**src/hw/rtl/lfsa_pkg.sv**
```systemverilog
`timescale 1ns / 1ps
// ----------------------------------------------------------------------------
// lfsa_pkg: shared types for the lowest free slot allocator
// Item payloads, the slot count register width and the command and status
// structs between the controller and the datapath.
// ----------------------------------------------------------------------------
package lfsa_pkg;

  localparam int unsigned TIME_W     = 32;
  localparam int unsigned CFG_W      = 7;
  localparam int unsigned SLOT_IDX_W = 6;

  localparam logic [CFG_W-1:0] SLOTS_RESET = 7'd64;

  typedef struct packed {
    logic [TIME_W-1:0] arrival_time;
    logic [TIME_W-1:0] departure_time;
  } req_t;

  typedef struct packed {
    logic                  granted;
    logic [SLOT_IDX_W-1:0] slot_index;
  } res_t;

  // controller to datapath
  typedef struct packed {
    logic clr_wr;  // write a cleared entry at the sweep address, advance
    logic load;    // capture a new item, restart the search
    logic rd;      // read the entry at the sweep address, advance
    logic emit;    // result regs are valid this cycle
  } ctrl_cmd_t;

  // datapath to controller
  typedef struct packed {
    logic addr_last;  // sweep address is on the last slot
  } dp_status_t;

endpackage

```
**src/hw/rtl/lfsa_dp.sv**
```systemverilog
`timescale 1ns / 1ps
// ----------------------------------------------------------------------------
// lfsa_dp: slot table and search datapath
// Holds the slot table memory (busy flag plus release time per slot), sweeps
// it one entry per cycle, frees expired slots and claims the lowest free one.
// ----------------------------------------------------------------------------
module lfsa_dp import lfsa_pkg::*; #(
  parameter int unsigned MAX_SLOTS = 64
) (
  input  logic             clk_i,
  input  logic             rst_ni,
  input  ctrl_cmd_t        cmd_i,
  output dp_status_t       status_o,
  input  req_t             req_i,
  input  logic             cfg_we_i,
  input  logic [CFG_W-1:0] cfg_wdata_i,
  output res_t             res_o
);

  localparam int unsigned IDX_W = (MAX_SLOTS > 1) ? $clog2(MAX_SLOTS) : 1;
  localparam int unsigned CMP_W = (IDX_W + 1 > CFG_W) ? IDX_W + 1 : CFG_W;
  localparam logic [IDX_W-1:0] LAST_IDX = IDX_W'(MAX_SLOTS - 1);

  typedef struct packed {
    logic              busy;
    logic [TIME_W-1:0] release_time;
  } slot_entry_t;

  slot_entry_t slot_mem [MAX_SLOTS];

  logic [CFG_W-1:0]  slots_q;
  logic [IDX_W-1:0]  addr_q, addr_d;
  logic              pend_q;
  logic [IDX_W-1:0]  pend_idx_q;
  slot_entry_t       rd_data_q;
  req_t              req_q;
  logic              found_q, found_d;
  logic [IDX_W-1:0]  found_idx_q, found_idx_d;

  logic              wr_en;
  logic [IDX_W-1:0]  wr_addr;
  slot_entry_t       wr_data;
  logic              expired;
  logic              usable;

  // slot count register
  always_ff @(posedge clk_i or negedge rst_ni) begin
    if (!rst_ni) begin
      slots_q <= SLOTS_RESET;
    end else if (cfg_we_i) begin
      slots_q <= cfg_wdata_i;
    end
  end

  // sweep address, wraps after the last slot
  always_comb begin
    addr_d = addr_q;
    if (cmd_i.load) begin
      addr_d = '0;
    end else if (cmd_i.clr_wr || cmd_i.rd) begin
      addr_d = (addr_q == LAST_IDX) ? '0 : addr_q + 1'b1;
    end
  end

  always_ff @(posedge clk_i or negedge rst_ni) begin
    if (!rst_ni) begin
      addr_q <= '0;
      pend_q <= 1'b0;
    end else begin
      addr_q <= addr_d;
      pend_q <= cmd_i.rd;
    end
  end

  assign status_o.addr_last = (addr_q == LAST_IDX);

  // capture the item
  always_ff @(posedge clk_i) begin
    if (cmd_i.load) begin
      req_q <= req_i;
    end
  end

  // read port: one entry per cycle, registered
  always_ff @(posedge clk_i) begin
    if (cmd_i.rd) begin
      rd_data_q  <= slot_mem[addr_q];
      pend_idx_q <= addr_q;
    end
  end

  // clear the entry at the sweep address on clr_wr, free an expired entry, claim the first usable free one
  always_comb begin
    expired = rd_data_q.busy && (rd_data_q.release_time <= req_q.arrival_time);
    usable  = !(rd_data_q.busy && !expired) && !found_q &&
              (CMP_W'(pend_idx_q) < CMP_W'(slots_q));

    found_d     = found_q;
    found_idx_d = found_idx_q;
    wr_en       = 1'b0;
    wr_addr     = pend_idx_q;
    wr_data     = rd_data_q;

    priority if (cmd_i.clr_wr) begin
      wr_en        = 1'b1;
      wr_addr      = addr_q;
      wr_data.busy = 1'b0;
    end else if (cmd_i.load) begin
      found_d     = 1'b0;
      found_idx_d = '0;
    end else if (pend_q && usable) begin
      wr_en                = 1'b1;
      wr_data.busy         = 1'b1;
      wr_data.release_time = req_q.departure_time;
      found_d              = 1'b1;
      found_idx_d          = pend_idx_q;
    end else if (pend_q && expired) begin
      wr_en        = 1'b1;
      wr_data.busy = 1'b0;
    end else begin
      // hold the table
      wr_en = 1'b0;
    end
  end

  // write port
  always_ff @(posedge clk_i) begin
    if (wr_en) begin
      slot_mem[wr_addr] <= wr_data;
    end
  end

  always_ff @(posedge clk_i or negedge rst_ni) begin
    if (!rst_ni) begin
      found_q     <= 1'b0;
      found_idx_q <= '0;
    end else begin
      found_q     <= found_d;
      found_idx_q <= found_idx_d;
    end
  end

  // result, meaningful while the controller emits
  assign res_o.granted    = found_q;
  assign res_o.slot_index = found_q ? SLOT_IDX_W'(found_idx_q) : '0;

  // a grant never moves once made for the current item
  a_found_holds: assert property (@(posedge clk_i) disable iff (!rst_ni)
    found_q && !cmd_i.load |=> found_q && $stable(found_idx_q))
    else $error("granted slot changed within an item");

  // a slot at or above the configured count is never claimed
  a_grant_in_range: assert property (@(posedge clk_i) disable iff (!rst_ni)
    $rose(found_q) |-> (CMP_W'(found_idx_q) < CMP_W'(slots_q)))
    else $error("granted slot outside the configured count");

endmodule

```
**src/hw/rtl/lfsa_ctrl.sv**
```systemverilog
`timescale 1ns / 1ps
// ----------------------------------------------------------------------------
// lfsa_ctrl: sequencing state machine
// Runs the table clearing pass after reset, then per item one sweep over the
// slot table, a drain state for the last read and a one-cycle result.
// ----------------------------------------------------------------------------
module lfsa_ctrl import lfsa_pkg::*; (
  input  logic       clk_i,
  input  logic       rst_ni,
  input  logic       start,
  output logic       busy,
  output logic       res_valid_o,
  output ctrl_cmd_t  cmd_o,
  input  dp_status_t status_i
);

  typedef enum logic [4:0] {
    ST_CLEAR = 5'b00001,
    ST_IDLE  = 5'b00010,
    ST_SWEEP = 5'b00100,
    ST_DRAIN = 5'b01000,
    ST_DONE  = 5'b10000
  } state_e;

  state_e state_q, state_d;
  logic   accept;

  assign accept = start && !busy;

  // next state and commands
  always_comb begin
    state_d = state_q;
    cmd_o   = '0;
    busy    = 1'b1;
    unique case (state_q)
      ST_CLEAR: begin
        cmd_o.clr_wr = 1'b1;
        if (status_i.addr_last) begin
          state_d = ST_IDLE;
        end
      end
      ST_IDLE: begin
        busy = 1'b0;
        if (start) begin
          cmd_o.load = 1'b1;
          state_d    = ST_SWEEP;
        end
      end
      ST_SWEEP: begin
        cmd_o.rd = 1'b1;
        if (status_i.addr_last) begin
          state_d = ST_DRAIN;
        end
      end
      ST_DRAIN: begin
        state_d = ST_DONE;
      end
      ST_DONE: begin
        busy       = 1'b0;
        cmd_o.emit = 1'b1;
        if (start) begin
          cmd_o.load = 1'b1;
          state_d    = ST_SWEEP;
        end else begin
          state_d = ST_IDLE;
        end
      end
      default: begin
        state_d = ST_CLEAR;
      end
    endcase
  end

  always_ff @(posedge clk_i or negedge rst_ni) begin
    if (!rst_ni) begin
      state_q <= ST_CLEAR;
    end else begin
      state_q <= state_d;
    end
  end

  assign res_valid_o = cmd_o.emit;

  a_state_onehot: assert property (@(posedge clk_i) disable iff (!rst_ni)
    $onehot(state_q))
    else $error("state register not one-hot");

  // an accepted item always starts a sweep
  a_accept_sweeps: assert property (@(posedge clk_i) disable iff (!rst_ni)
    accept |=> state_q == ST_SWEEP)
    else $error("accepted item did not start a sweep");

  // every sweep ends in one result, with the drain state between its last read and the result
  a_sweep_result: assert property (@(posedge clk_i) disable iff (!rst_ni)
    state_q == ST_SWEEP && status_i.addr_last |=> ##1 res_valid_o)
    else $error("sweep finished without a result");

endmodule

```
**src/hw/rtl/lowest_free_slot_allocator.sv**
```systemverilog
`timescale 1ns / 1ps
// An accepted item is followed by a sweep over the slot table, a drain
// state and the result strobe. No new item is taken during the sweep;
// start is taken again in the result cycle. The pace is set by the sweep,
// which has one read port and visits one slot per cycle.
// Reset: busy stays high for a clearing pass that marks every slot free.
// Results cannot be stalled; each is shown for one cycle.
// ----------------------------------------------------------------------------
// lowest_free_slot_allocator: top level
// Frees slots whose release time has been reached at each request's arrival, then
// grants the lowest free slot below the configured slot count.
// ----------------------------------------------------------------------------
module lowest_free_slot_allocator import lfsa_pkg::*; #(
  parameter int unsigned MAX_SLOTS = 64
) (
  input  logic             clk_i,
  input  logic             rst_ni,
  input  logic             start,
  output logic             busy,
  input  req_t             req_i,
  output logic             res_valid_o,
  output res_t             res_o,
  input  logic             cfg_we_i,
  input  logic [CFG_W-1:0] cfg_wdata_i
);

  ctrl_cmd_t  cmd;
  dp_status_t status;

  // sequencing
  lfsa_ctrl u_ctrl (
    .clk_i       (clk_i),
    .rst_ni      (rst_ni),
    .start       (start),
    .busy        (busy),
    .res_valid_o (res_valid_o),
    .cmd_o       (cmd),
    .status_i    (status)
  );

  // slot table and search
  lfsa_dp #(
    .MAX_SLOTS (MAX_SLOTS)
  ) u_dp (
    .clk_i       (clk_i),
    .rst_ni      (rst_ni),
    .cmd_i       (cmd),
    .status_o    (status),
    .req_i       (req_i),
    .cfg_we_i    (cfg_we_i),
    .cfg_wdata_i (cfg_wdata_i),
    .res_o       (res_o)
  );

endmodule
```
**config.mk**
```make
export PLATFORM = sky130hd
export DESIGN_NAME = lowest_free_slot_allocator
export DESIGN_NICKNAME = d
export VERILOG_FILES = /design/src/hw/rtl/lfsa_pkg.sv /design/src/hw/rtl/lfsa_dp.sv /design/src/hw/rtl/lfsa_ctrl.sv /design/src/hw/rtl/lowest_free_slot_allocator.sv
export SDC_FILE = /design/constraint.sdc
export NUM_CORES = 2
export LEC_CHECK = 0
export BUFFER_PORTS_ARGS = -buffer_cell sky130_fd_sc_hd__buf_2
export CAP_MARGIN = 0
export CORE_ASPECT_RATIO = 0.75
export CORE_MARGIN = 2
export CORE_UTILIZATION = 29
export DETAILED_ROUTE_END_ITERATION = 16
export SLEW_MARGIN = 20
export SYNTH_ARGS = -nofsm -noshare
export SYNTH_HDL_FRONTEND = slang
export SYNTH_HIERARCHICAL = 1
export SYNTH_SLANG_ARGS = --single-unit
```
**constraint.sdc**
```tcl
create_clock -name clk_i -period 10.59 [get_ports clk_i]
set_clock_uncertainty 0.05 [all_clocks]
set_input_delay 0.5295 -clock clk_i [delete_from_list [all_inputs] [get_ports clk_i]]
set_output_delay 0.5295 -clock clk_i [all_outputs]
set_load 0.02 [all_outputs]
```
==> out/metrics.csv <==
metric,value,unit
cts_setup_buffers,0,
nNetsFinal,3998,
design_area,100000,sq um
row_count,173,
status,finished clean,
dieHeight,477,um
gr-usage-met2,20.7,%
cpPeakStageDelay,0.83,ns
cts_num_sinks,2241,
clkPwrFrac,28.5,%
power_leakage,30.6,nW
grt_pass1_vias,39300,
postLayoutCoreUtil,33.8,%
clock_latency,0.86,ns
drt-initial-drc-count,6237,
syn_avg_cell_area,24.2,sq um
start_util,29.1,%
pin_count,84,
coreArea,296000,sq um
antenna_left,0,
synth_nets,3679,
clk_pin_slew_worst_paths,0.07,ns
hold_class,primary input to flip-flop,
worstPathMaxFanout,25,
p_switching,7.88,mW
power,25.5,mW
peakVddDrop,0.218,mV
layout_commonest_cell,edfxtp_1,
cts_buffer_depth,4,
die_w,634,um
wire_per_inst,28.9,um
worstPathRequired,11.05,ns
cts_tree,yes,
grt_pass1_wl,320000,um
end_kind,flip-flop,
rsz0062_at_grt,false,
grt_use_met3,4.41,%
layout_common_cells,"edfxtp_1 (2,215), mux4_2 (693), clkbuf_16 (201)",
fillCellCount,27200,
port-buffer-count,83,
grt_start_max_net_pins,118,
busiest_layer,met1,
hpwl,145000,um
period_needed,5.64,ns
htree_levels,4,
syn_inst,3566,
setup_viol,0,
p_per_area,255,nW/um^2
netlist_area,86400,sq um
p_comb_share,30.2,%
gp_congestion,0.821,
area_growth,16.0,%
cp_common_cell,buf_4,
vias,41000,
drive_gt1_share,32.2,%
p_sw_share,30.9,%
path_class,flip-flop to flip-flop,
seqPwrFrac,41.4,%
timing.fmax,177,MHz
fp.dieArea,302000,sq um
cp.arrival,6.10,ns
cap_viol_max_count,0,
grtUsageTotal,14.9,%
cpMaxStageDelayCell,or4_4,
post-route-period-util,53.2,%
dr.pass1.iters,5,
cp-start-kind,flip-flop,
antenna_found_initial,41,
use_met1,23.1,%
setup_tns,0,ns
drc_errors,0,
drt-vias-per-instance,5.14,
yosys_warnings,6,
path_cells,"ha_1, nand4_1, nor4_2, nand2_1, o211a_1, or4_4, buf_4, buf_4, a21oi_4, buf_4",
tightest_slew,1.03,ns
hold_viol,0,
routed_wl,230000,um
cts-root-buf,clkbuf_16,
p_int,17.6,mW
overflow,0,
place_area,93000,sq um
slew_headroom,29.5,%
drv_slew,0,
numCtsBuffers,199,
==> per-layer routing <==
metal	part of all wire [%]	up-vias	wire length [um]
met2	42	2160	97900
met4	1.8	10	4210
met3	12	250	26900
li1	-	16000	-
met1	44	22600	101000
met5	0.041	-	94
==> power groups by stage <==
stage	clock [mW]	sequential (mW)	combinational, mW
after floorplan	0	10.6	4.66
after global placement	0	10.7	7.61
after detailed placement	0	10.8	7.64
after CTS	7.39	10.6	7.69
after global routing	7.73	10.6	8.01
final	7.26	10.6	7.70
==> cell type report <==
cell class	instances	area, sq um	area share (%)
Multi-Input combinational cell	1098	19000	18.9
Antenna cell	14	35.0	0.0350
Clock inverter	91	1050	1.05
Timing Repair Buffer	301	2560	2.56
Inverter	44	173	0.172
Tap cell	3937	4930	4.92
Sequential cell	2241	67200	67.1
Clock buffer	249	5260	5.25
==> flip-flops by register name, summed over array words and instances, names as in the netlist <==
name	count
u_ctrl/state_q	5
u_dp/addr_q	6
u_dp/found_idx_q	6
u_dp/found_q	1
u_dp/pend_idx_q	6
u_dp/pend_q	1
u_dp/rd_data_q	33
u_dp/req_q	64
u_dp/slot_mem	2112
u_dp/slots_q	7
==> per-stage QoR <==
step | hold WS, ns | worst slack [ns] | cells
after floorplan | 0.184 | 4.16 | 3566
after global placement | 0.477 | 5.10 | 7529
after detailed placement | 0.484 | 5.04 | 7543
after CTS | 0.0116 | 5.02 | 7957
after global routing | 0.102 | 4.79 | 7962
final | 0.0952 | 4.95 | 7975
==> critical path, delay by kind of cell, from the launching register on <==
kind | cells | cell delay (ns)
adder cells (fa/ha/maj) | 1 | 0.32
AND/OR/NAND/NOR | 4 | 2.01
flip-flops | 1 | 0.41
buffers and inverters | 3 | 1.38
AO/OA/AOI/OAI | 2 | 0.97
==> timing repair <==
item / 4_1_cts / 5_1_grt
hold buffers: 74 / 4
hold endpoints to repair: 92 / 4
resized for setup: 0 / 0
==> final timing paths <==
path / start / endpoint / slack (ns) / cells past startpoint
max: u_dp/rd_data_q[29] / u_dp/slot_mem[47][15] / 4.95 / 10
min: cfg_we_i / u_dp/slots_q[0] / 0.1 / 2
max reg2reg: u_dp/rd_data_q[29] / u_dp/slot_mem[47][15] / 4.95 / 10
min reg2reg: u_dp/slots_q[0] / u_dp/slots_q[0] / 0.50 / 1
max in group asynchronous: rst_ni / u_dp/addr_q[4] / 9.60 / 2
min in group asynchronous: rst_ni / u_ctrl/state_q[4] / 0.22 / 2
Power figures use the tool's default switching activity.
